### config.mk
export PLATFORM = sky130hd
export DESIGN_NAME = crc16_frame_builder_top_flat
export DESIGN_NICKNAME = d
export VERILOG_FILES = /design/src/crc16fb_pkg.sv /design/src/crc16fb_item_if.sv /design/src/crc16fb_byte_if.sv /design/src/crc16fb_core.sv /design/src/crc16fb_ser.sv /design/src/crc16_frame_builder_top.sv /design/src/flat_wrapper.sv
export SDC_FILE = /design/constraint.sdc
export NUM_CORES = 1
export LEC_CHECK = 0
export BUFFER_PORTS_ARGS = -buffer_cell sky130_fd_sc_hd__buf_2
export CORE_UTILIZATION = 45
export CTS_CLUSTER_DIAMETER = 30
export CTS_CLUSTER_SIZE = 14
export DETAILED_ROUTE_END_ITERATION = 16
export HOLD_SLACK_MARGIN = 0.03
export SETUP_SLACK_MARGIN = 0.05
export SYNTH_ARGS = -nofsm -noshare
export SYNTH_HDL_FRONTEND = slang
export SYNTH_SLANG_ARGS = --single-unit
### constraint.sdc
create_clock -name clk -period 3.4 [get_ports clk]
set_input_delay 0.68 -clock clk [delete_from_list [all_inputs] [get_ports clk]]
set_output_delay 0.68 -clock clk [all_outputs]
set_load 0.1 [all_outputs]
### src/crc16fb_pkg.sv
// ----------------------------------------------------------------------------
// crc16fb_pkg
// Shared types, framing constants and the byte-wide CRC-16/ARC update.
// ----------------------------------------------------------------------------
package crc16fb_pkg;

	// largest payload length; longer requests are clipped to this
	localparam int MAX_PAYLOAD = 74;

	localparam int BYTE_W = 8;
	localparam int LEN_W  = 7;
	localparam int CRC_W  = 16;

	localparam logic [BYTE_W-1:0] PREAMBLE_BYTE = 8'h55;
	localparam logic [BYTE_W-1:0] FLAG_BYTE     = 8'h7E;
	localparam logic [CRC_W-1:0]  CRC_POLY_REFL = 16'hA001;
	localparam logic [CRC_W-1:0]  CRC_INIT      = 16'h0000;

	// output slots of one job, in stream order
	localparam int NUM_SLOTS = 7;
	localparam int SLOT_W    = 3;
	localparam logic [SLOT_W-1:0] SLOT_PRE    = 3'd0;
	localparam logic [SLOT_W-1:0] SLOT_SFLAG  = 3'd1;
	localparam logic [SLOT_W-1:0] SLOT_LEN    = 3'd2;
	localparam logic [SLOT_W-1:0] SLOT_DATA   = 3'd3;
	localparam logic [SLOT_W-1:0] SLOT_CRC_HI = 3'd4;
	localparam logic [SLOT_W-1:0] SLOT_CRC_LO = 3'd5;
	localparam logic [SLOT_W-1:0] SLOT_EFLAG  = 3'd6;

	// one item's worth of output, handed from core to serializer
	typedef struct packed {
		logic              hdr;
		logic [LEN_W-1:0]  len;
		logic              dat;
		logic [BYTE_W-1:0] data;
		logic              trl;
		logic [CRC_W-1:0]  crc;
	} job_t;

	// fold one byte into the reflected crc, lsb first
	function automatic logic [CRC_W-1:0] crc_fold(input logic [CRC_W-1:0] crc,
			input logic [BYTE_W-1:0] b);
		logic [CRC_W-1:0] c;
		c = crc ^ {{(CRC_W-BYTE_W){1'b0}}, b};
		for (int k = 0; k < BYTE_W; k++) begin
			if (c[0]) begin
				c = (c >> 1) ^ CRC_POLY_REFL;
			end else begin
				c = c >> 1;
			end
		end
		return c;
	endfunction

endpackage

### src/crc16fb_item_if.sv
// ----------------------------------------------------------------------------
// crc16fb_item_if
// Input channel: one payload byte with its frame-opening fields per word.
// ----------------------------------------------------------------------------
interface crc16fb_item_if import crc16fb_pkg::*; ();
	logic              valid;
	logic              ready;
	logic [BYTE_W-1:0] payload_byte;
	logic              first_of_frame;
	logic [LEN_W-1:0]  frame_length;

	modport source (output valid, output payload_byte, output first_of_frame,
		output frame_length, input ready);
	modport sink (input valid, input payload_byte, input first_of_frame,
		input frame_length, output ready);
endinterface

### src/crc16fb_byte_if.sv
// ----------------------------------------------------------------------------
// crc16fb_byte_if
// Output channel: one byte of the framed stream per word.
// ----------------------------------------------------------------------------
interface crc16fb_byte_if import crc16fb_pkg::*; ();
	logic              valid;
	logic              ready;
	logic [BYTE_W-1:0] frame_byte;
	logic              end_of_frame;
	logic              run_last;

	modport source (output valid, output frame_byte, output end_of_frame,
		output run_last, input ready);
	modport sink (input valid, input frame_byte, input end_of_frame,
		input run_last, output ready);
endinterface

### src/crc16fb_core.sv
// ----------------------------------------------------------------------------
// crc16fb_core
// Input register, frame state and crc update; builds one job per item that opens or continues a frame.
// ----------------------------------------------------------------------------
module crc16fb_core import crc16fb_pkg::*; (
	input  logic         clk,
	input  logic         arst_n,
	crc16fb_item_if.sink item,
	output logic         job_valid,
	output job_t         job,
	input  logic         job_ready
);

	logic              v_s1;
	logic [BYTE_W-1:0] data_s1;
	logic              first_s1;
	logic [LEN_W-1:0]  len_s1;

	logic [CRC_W-1:0] crc_q;
	logic [LEN_W-1:0] left_q;
	logic             open_q;

	job_t             job_c;
	logic             nonempty;
	logic             consume;
	logic [LEN_W-1:0] len_sat;
	logic [CRC_W-1:0] crc_n;
	logic [LEN_W-1:0] left_n;
	logic             open_n;

	// frame decision for the registered word
	always_comb begin
		len_sat  = (int'(len_s1) > MAX_PAYLOAD) ? LEN_W'(MAX_PAYLOAD) : len_s1;
		job_c    = '0;
		nonempty = 1'b0;
		crc_n    = crc_q;
		left_n   = left_q;
		open_n   = open_q;
		if (first_s1) begin
			nonempty  = 1'b1;
			job_c.hdr = 1'b1;
			job_c.len = len_sat;
			if (len_sat == '0) begin
				crc_n     = CRC_INIT;
				left_n    = '0;
				open_n    = 1'b0;
				job_c.trl = 1'b1;
			end else begin
				crc_n     = crc_fold(CRC_INIT, data_s1);
				left_n    = len_sat - LEN_W'(1);
				open_n    = (left_n != '0);
				job_c.dat = 1'b1;
				job_c.trl = (left_n == '0);
			end
		end else if (open_q) begin
			nonempty  = 1'b1;
			crc_n     = crc_fold(crc_q, data_s1);
			left_n    = left_q - LEN_W'(1);
			open_n    = (left_n != '0);
			job_c.dat = 1'b1;
			job_c.trl = (left_n == '0);
		end
		job_c.data = data_s1;
		job_c.crc  = crc_n;
	end

	// ignored words drain without waiting on the serializer
	assign consume    = v_s1 && (job_ready || !nonempty);
	assign item.ready = !v_s1 || consume;
	assign job_valid  = v_s1 && nonempty;
	assign job        = job_c;

	// input register
	always_ff @(posedge clk or negedge arst_n) begin
		if (!arst_n) begin
			v_s1 <= 1'b0;
		end else if (item.ready) begin
			v_s1 <= item.valid;
		end
	end

	always_ff @(posedge clk) begin
		if (item.valid && item.ready) begin
			data_s1  <= item.payload_byte;
			first_s1 <= item.first_of_frame;
			len_s1   <= item.frame_length;
		end
	end

	// frame state
	always_ff @(posedge clk or negedge arst_n) begin
		if (!arst_n) begin
			crc_q  <= CRC_INIT;
			left_q <= '0;
			open_q <= 1'b0;
		end else if (consume) begin
			crc_q  <= crc_n;
			left_q <= left_n;
			open_q <= open_n;
		end
	end

	// an open frame always expects at least one more byte
	a_open_has_left: assert property (@(posedge clk) disable iff (!arst_n)
		open_q |-> (left_q != '0))
		else $error("frame open with no bytes left");

	// a trailer always closes the frame
	a_trl_closes: assert property (@(posedge clk) disable iff (!arst_n)
		(consume && job_valid && job.trl) |=> !open_q)
		else $error("frame still open after trailer");

	// a held word stays in the input register
	a_hold_word: assert property (@(posedge clk) disable iff (!arst_n)
		(v_s1 && !consume) |=> v_s1)
		else $error("held input word lost");

endmodule

### src/crc16fb_ser.sv
// ----------------------------------------------------------------------------
// crc16fb_ser
// Output serializer: holds one job and sends its bytes one word per cycle while the output is ready.
// ----------------------------------------------------------------------------
module crc16fb_ser import crc16fb_pkg::*; (
	input  logic           clk,
	input  logic           arst_n,
	input  logic           job_valid,
	input  job_t           job,
	output logic           job_ready,
	crc16fb_byte_if.source result
);

	job_t                 job_q;
	logic                 busy_q;
	logic [SLOT_W-1:0]    pos_q;

	logic [NUM_SLOTS-1:0] en_q;
	logic [NUM_SLOTS-1:0] en_in;
	logic [NUM_SLOTS-1:0] rest;
	logic [SLOT_W-1:0]    pos_nxt;
	logic [SLOT_W-1:0]    pos_first;
	logic                 fire;
	logic                 last;

	// lowest enabled slot in a mask
	function automatic logic [SLOT_W-1:0] low_slot(input logic [NUM_SLOTS-1:0] m);
		logic [SLOT_W-1:0] idx;
		idx = '0;
		for (int i = NUM_SLOTS - 1; i >= 0; i--) begin
			if (m[i]) begin
				idx = SLOT_W'(i);
			end
		end
		return idx;
	endfunction

	assign en_q  = {job_q.trl, job_q.trl, job_q.trl, job_q.dat,
		job_q.hdr, job_q.hdr, job_q.hdr};
	assign en_in = {job.trl, job.trl, job.trl, job.dat, job.hdr, job.hdr, job.hdr};

	// slots still to go after the current one
	assign rest      = en_q & ~NUM_SLOTS'((8'd2 << pos_q) - 8'd1);
	assign last      = (rest == '0);
	assign pos_nxt   = low_slot(rest);
	assign pos_first = low_slot(en_in);

	assign fire      = result.valid && result.ready;
	assign job_ready = !busy_q || (fire && last);

	// byte select for the current slot
	always_comb begin
		case (pos_q)
			SLOT_PRE:    result.frame_byte = PREAMBLE_BYTE;
			SLOT_SFLAG:  result.frame_byte = FLAG_BYTE;
			SLOT_LEN:    result.frame_byte = {1'b0, job_q.len};
			SLOT_DATA:   result.frame_byte = job_q.data;
			SLOT_CRC_HI: result.frame_byte = job_q.crc[CRC_W-1:BYTE_W];
			SLOT_CRC_LO: result.frame_byte = job_q.crc[BYTE_W-1:0];
			default:     result.frame_byte = FLAG_BYTE;
		endcase
	end

	assign result.valid        = busy_q;
	assign result.end_of_frame = (pos_q == SLOT_EFLAG);
	assign result.run_last     = last;

	// job register and slot pointer
	always_ff @(posedge clk or negedge arst_n) begin
		if (!arst_n) begin
			busy_q <= 1'b0;
			pos_q  <= SLOT_PRE;
		end else if (job_ready) begin
			busy_q <= job_valid;
			if (job_valid) begin
				pos_q <= pos_first;
			end
		end else if (fire) begin
			pos_q <= pos_nxt;
		end
	end

	always_ff @(posedge clk) begin
		if (job_ready && job_valid) begin
			job_q <= job;
		end
	end

	// the pointer always sits on a slot the job uses
	a_pos_enabled: assert property (@(posedge clk) disable iff (!arst_n)
		busy_q |-> en_q[pos_q])
		else $error("serializer on an unused slot");

	// the closing flag is the last word of its item
	a_eof_last: assert property (@(posedge clk) disable iff (!arst_n)
		(busy_q && result.end_of_frame) |-> result.run_last)
		else $error("end flag not last word of item");

	// a stalled output word stays offered
	a_valid_held: assert property (@(posedge clk) disable iff (!arst_n)
		(result.valid && !result.ready) |=> result.valid)
		else $error("output word dropped while stalled");

endmodule

### src/crc16_frame_builder_top.sv
// ----------------------------------------------------------------------------
// crc16_frame_builder_top
// Byte framer with preamble, start flag, length, CRC-16/ARC trailer and end flag.
// ----------------------------------------------------------------------------
// Each input word carries one payload byte; the word that opens a frame also
// carries the length (clipped to MAX_PAYLOAD). The output stream is one byte
// per word: 0x55, 0x7E, length, the payload bytes, CRC high, CRC low, 0x7E.
// Output moves one byte per cycle unless result.ready stalls it; the
// serializer sets the rate: a word yielding n bytes (1 for a middle payload
// byte, up to 7 for a one-byte frame) holds the output for all n, so
// unstalled middle payload bytes flow at one word per cycle. A new input
// word is taken while earlier bytes wait; it goes via input and job registers.
// Non-opening words outside a frame are dropped without output.
module crc16_frame_builder_top import crc16fb_pkg::*; (
	input  logic           clk,
	input  logic           arst_n,
	crc16fb_item_if.sink   item,
	crc16fb_byte_if.source result
);

	logic job_valid;
	logic job_ready;
	job_t job;

	crc16fb_core u_core (
		.clk       (clk),
		.arst_n    (arst_n),
		.item      (item),
		.job_valid (job_valid),
		.job       (job),
		.job_ready (job_ready)
	);

	crc16fb_ser u_ser (
		.clk       (clk),
		.arst_n    (arst_n),
		.job_valid (job_valid),
		.job       (job),
		.job_ready (job_ready),
		.result    (result)
	);

endmodule
### src/flat_wrapper.sv
// flat-port wrapper written by rule: the top's interface ports become plain ports
module crc16_frame_builder_top_flat import crc16fb_pkg::*;
  (clk, arst_n, item_valid, item_payload_byte, item_first_of_frame, item_frame_length, item_ready, result_valid, result_frame_byte, result_end_of_frame, result_run_last, result_ready);
  crc16fb_item_if item_i ();
  crc16fb_byte_if result_i ();
  input  logic clk;
  input  logic arst_n;
  input wire logic [$bits(item_i.valid)-1:0] item_valid;
  input wire logic [$bits(item_i.payload_byte)-1:0] item_payload_byte;
  input wire logic [$bits(item_i.first_of_frame)-1:0] item_first_of_frame;
  input wire logic [$bits(item_i.frame_length)-1:0] item_frame_length;
  output wire logic [$bits(item_i.ready)-1:0] item_ready;
  output wire logic [$bits(result_i.valid)-1:0] result_valid;
  output wire logic [$bits(result_i.frame_byte)-1:0] result_frame_byte;
  output wire logic [$bits(result_i.end_of_frame)-1:0] result_end_of_frame;
  output wire logic [$bits(result_i.run_last)-1:0] result_run_last;
  input wire logic [$bits(result_i.ready)-1:0] result_ready;
  assign item_i.valid = item_valid;
  assign item_i.payload_byte = item_payload_byte;
  assign item_i.first_of_frame = item_first_of_frame;
  assign item_i.frame_length = item_frame_length;
  assign item_ready = item_i.ready;
  assign result_valid = result_i.valid;
  assign result_frame_byte = result_i.frame_byte;
  assign result_end_of_frame = result_i.end_of_frame;
  assign result_run_last = result_i.run_last;
  assign result_i.ready = result_ready;
  crc16_frame_builder_top u_core (.clk(clk), .arst_n(arst_n), .item(item_i), .result(result_i));
endmodule
-- Word-level counts from Yosys, hierarchy flattened
Cells that the tools add are included.
- bits in registers: 79
- input port bits: 20
- output and inout bits: 12
- add/sub/neg operators: 3
- $lt $le $gt $ge: 1
- eq/ne operators: 6
- shift-type cells: 1
- muxes and demuxes: 76
- bitwise gates (word level): 19
- reduce and logical (&&, ||, !) cells: 23
- operators with widths (cell ; number):
    two-way mux 16 bit ; 47
    NOT 2 -> 3 bit ; 15
    case mux 8 bit (5 select lines) ; 1
    two-way mux 3 bit ; 13
    logical NOT 7 bit ; 4
    two-way mux 7 bit ; 4
    subtractor 7 x 1 -> 7 bit, second input constant ; 3
    XOR 16 x 8 -> 16 bit ; 1
    nonzero test 7 bit ; 2
    two-way mux 1 bit ; 10
    equality test 3 bit, second input constant ; 3
    two-way mux 8 bit ; 1
    AND 7 bit ; 1
    greater-than comparator 7 bit, second input constant ; 1
    NOT 7 bit ; 1
    left shift 2 x 3 -> 7 bit, first input constant ; 1
    equality test 3 x 2 -> 1 bit, second input constant ; 2
    logical AND 1 bit ; 6
    AND reduction 2 bit ; 2
    nonzero test 2 bit ; 2
    logical NOT 1 bit ; 3
    logical NOT 3 bit ; 1
    logical OR 1 bit ; 3
    NOT 1 -> 3 bit ; 1
    != test 2 bit, second input constant ; 1

-- Depth between registers and ports, before layout
- depth in word-level cells: 33
- gate-level depth with buffers: 13
- gate-level depth less buffers: 11

-- By module
Synthesis repeated with hierarchy kept, for this count alone.
- cells, all modules: 424
- area, all modules: 4652.0 µm²
- modules (own cells, without submodules) (module ; instances ; cells an instance ; area an instance (µm²) ; sequential area each (µm²)):
    crc16fb_core ; 1 ; 279 ; 2810.2 ; 1106.1
    crc16fb_ser ; 1 ; 145 ; 1841.8 ; 1121.1

-- Worst setup path after synthesis
OpenSTA, ideal clock, no wires.
- path type: register to output
- start point: register u_core.u_ser.pos_q[0]
- end point: output port result_run_last
- arrival time: 3.091 ns
- path slack: -0.371 ns
- cell stages (with the launch flop): 10
- path through: dfrtp_1 -> buf_1 -> clkbuf_1 -> nand2_1 -> ha_1 -> nand2_1 -> mux2i_1 -> a21oi_1 -> nand2_1 -> nor2_1
- word-level cells in the longest chain between the ends: 5
- RTL lines (item ; line ; source):
    start, declared ; crc16fb_ser.sv:16 ; logic [SLOT_W-1:0] pos_q;
    start signal, assigned ; crc16fb_ser.sv:76 ; pos_q <= pos_first;
    start signal, assigned ; crc16fb_ser.sv:79 ; pos_q <= pos_nxt;
    left shift 2 x 3 -> 7 bit ; crc16fb_ser.sv:43 ; assign rest = en_q & ~NUM_SLOTS'((8'd2 << pos_q) - 8'd1);
    subtractor 7 x 1 -> 7 bit ; crc16fb_ser.sv:43 ;
    NOT 7 bit ; crc16fb_ser.sv:43 ;
    AND 7 bit ; crc16fb_ser.sv:43 ;
    logical NOT 7 bit ; crc16fb_ser.sv:44 ; assign last = (rest == '0);
    end, declared ; flat_wrapper.sv:16 ; output wire logic [$bits(result_i.run_last)-1:0] result_run_last;
Every way passes these cells.

-- Worst setup path after layout
- start point: register u_core.u_ser.pos_q[2]
- end point: output port item_ready
- word-level cells in the longest chain between the ends: 10
- RTL lines (item ; line ; source):
    left shift 2 x 3 -> 7 bit ; crc16fb_ser.sv:43 ;
    subtractor 7 x 1 -> 7 bit ; crc16fb_ser.sv:43 ;
    NOT 7 bit ; crc16fb_ser.sv:43 ;
    AND 7 bit ; crc16fb_ser.sv:43 ;
    logical NOT 7 bit ; crc16fb_ser.sv:44 ;
    logical AND 1 bit ; crc16fb_ser.sv:49 ; assign job_ready = !busy_q || (fire && last);
    logical OR 1 bit ; crc16fb_ser.sv:49 ;
    logical OR 1 bit ; crc16fb_core.sv:68 ; assign consume = v_s1 && (job_ready || !nonempty);
    logical AND 1 bit ; crc16fb_core.sv:68 ;
    logical OR 1 bit ; crc16fb_core.sv:69 ; assign item.ready = !v_s1 || consume;
    end, declared ; flat_wrapper.sv:12 ; output wire logic [$bits(item_i.ready)-1:0] item_ready;
Every way passes these cells.

==> impl_metrics.py <==
metrics = {
    "outcome": {
        "status": "finished clean",
    },
    "timing": {
        "clock_skew_ns": 0.01359,
        "max_freq_mhz": 312.0,
        "slew_viol_final": 0,
        "slew_headroom": 0.5116,
        "period_share": 0.9427,
        "hold_ws_ns": 0.3799,
        "tns_ns": 0,
        "setup_violations": 0,
        "rsz0062_at_grt": "false",
        "tightest_slew_ns": 0.7326,
        "layout_min_cycle_time_ns": 3.205,
        "setup_slack_ns": 0.1947,
        "final-hold-violation-count": 0,
    },
    "synth": {
        "synthTopCellsByArea": "edfxtp_1, dfrtp_1, nand2_1",
        "seq_area_frac_synth": 0.5168,
        "synth-async-reset-ratio": 0.3671,
        "syn_inst": 414,
        "synth_largest_area_cell": "edfxtp_1",
        "synth_edf_count": 50,
        "syn-num-nets": 439,
        "yosysTopAreaCellShare": 0.3484,
        "ys_warn_count": 0,
        "netlist_area_um2": 4309,
        "ys_seq_elements": 79,
        "syn_area_per_cell_um2": 10.41,
        "synthFlopType": "edfxtp_1",
        "yosysMostFrequentCell": "nand2_1",
        "synth_cell_types": 60,
        "synth_common_cells": "nand2_1, edfxtp_1, nor2_1, dfrtp_1, xnor2_1",
    },
    "cells_and_area": {
        "nNetsFinal": 474,
        "layout-drive-gt1-share": 0.1784,
        "fillers": 860,
        "synthToLayoutAreaGrowth_pct": 13.04,
        "postLayoutCoreUtil": 0.5272,
        "antenna_cells": 0,
    },
    "floorplanning": {
        "die_h_um": 99.86,
        "die_w_um": 99.86,
        "ioPinCount": 32,
        "start_util": 0.4664,
        "num_rows": 35,
        "dieArea_um2": 9971,
        "core_area_um2": 9240,
    },
    "worst_setup_path": {
        "crit_path_end_kind": "output port",
        "worstSetupPathType": "register to output port",
        "critPathMaxFanout": 11,
        "arrival_ns": 2.53,
        "cp.required_ns": 2.72,
        "worst_setup_path_start_kind": "register",
    },
    "clock_tree": {
        "cts.htree.levels": 3,
        "path_clk_slew_ns": 0.09,
        "cts_tree": "yes",
        "cts_inserted_buffers": 9,
        "clock-sinks": 79,
        "clock_tree.buffer_depth": 2,
        "clock_latency_ns": 0.35,
        "root_buffer": "clkbuf_8",
    },
    "detailed_routing": {
        "drt_wl_total_um": 9574,
        "avgViaCountPerCell": 5.449,
        "drtPass1Iterations": 5,
        "wl_per_cell_um": 16.42,
        "drtIter0Drc": 222,
        "ant_nets": 0,
        "drc_errors": 0,
        "vias": 3177,
    },
    "global_route": {
        "grt_pass1_vias": 2951,
        "antenna_found_initial": 0,
        "grt_max_degree": 47,
        "globalRouteTotalUtil": 0.2052,
        "overflow": 0,
        "grt_pass1_wl_um": 15370,
    },
    "min_path": {
        "hold_class": "primary input to asynchronous set/reset pin",
    },
    "place": {
        "gp_congestion": 0.8520,
        "dp_slack_ns": 0.3154,
        "port-buffer-count": 31,
        "dp_hpwl_um": 7000,
    },
    "run": {
        "maxCapViolCount": 0,
    },
}
-- stage by stage --
step,std cells,instance area (um^2)
after global placement,567,4686
final,583,4871
after global routing,583,4871
after CTS,583,4868
after floorplan,414,4343
after detailed placement,567,4686
-- area by class of cell --
cell class	count	area [um^2]	share of cell area
clock buffers	9	123.9	0.02543
clock inverters	7	56.30	0.01156
inverters	14	56.30	0.01156
multi-input cells	300	1958	0.4020
flip-flops and latches	79	2227	0.4572
well taps	129	161.4	0.03314
repair buffers	45	287.8	0.05908
-- logic make-up (layout without fill, tap and decap cells) --
logic type      after synthesis  after routing  synth area share
compound gates               89             89            0.1347
xor+xnor                     38             38           0.08391
fa+ha+maj                     5              5           0.01452
buf+inv                      35             75           0.03658
flops                        79             79            0.5168
mux                          26             26           0.06272
simple gates                142            142            0.1507
-- layout by cell type (no fill, tap or decap), drive strengths merged, types with 9 or more instances in the layout --
cell and count:
nand2 60, edfxtp 50, buf 45, nor2 31, dfrtp 29, o21ai 29, xnor2 23, mux2i 21
a21oi 19, inv 14, xor2 13, nand3 11, clkbuf 9, nor3 9
-- routing by layer --
metal  GRT usage  up-vias  routed length [um]
met5           0        -                   0
met4     0.07353        0                 140
met3     0.02298       13                 330
met2      0.3114       77                4252
met1      0.3054     1532                4851
li1            -     1555                   -
-- path summary, 6_finish.rpt --
check | start | to | slack (ns) | cells after the start
max | u_core.u_ser.pos_q[2] | item_ready | 0.19 | 9
min | arst_n | u_core.u_core.crc_q[2] | 0.38 | 1
max reg2reg | u_core.u_core.len_s1[5] | u_core.u_ser.job_q[0] | 0.35 | 10
min reg2reg | u_core.u_core.crc_q[9] | u_core.u_core.crc_q[9] | 0.53 | 2
max in group asynchronous | arst_n | u_core.u_core.crc_q[7] | 2.54 | 1
min in group clk | item_frame_length[6] | u_core.u_core.len_s1[6] | 0.50 | 1
-- what timing repair did --
action / in CTS / in global routing
resized for setup: 1 / 1
buffers inserted: 0 / 0
pin swaps: 0 / 1
setup endpoints to repair: 1 / 4
hold buffers: 0 / 0
-- worst max-delay path: stages (launching register included) --
cell and delay, ns:
dfrtp_1 0.51, nor2_1 0.18, nand2_1 0.08, ha_1 0.25, nand2b_1 0.18, mux2i_1 0.19, o31ai_1 0.15, nor2_2 0.28
clkinvlp_4 0.17, buf_12 0.18
-- sequential cells by signal, summed over array words and instances (netlist names), 3 cells and up --
| name | count |
|---|---|
| u_core.u_ser.job_q | 31 |
| u_core.u_core.crc_q | 16 |
| u_core.u_core.data_s1 | 8 |
| u_core.u_core.left_q | 7 |
| u_core.u_core.len_s1 | 7 |
| u_core.u_ser.en_q | 3 |
| u_core.u_ser.pos_q | 3 |
Power is left out: the tool's default activity adds up to more than one toggle a clock period on the data nets, which glitch-free logic cannot reach.
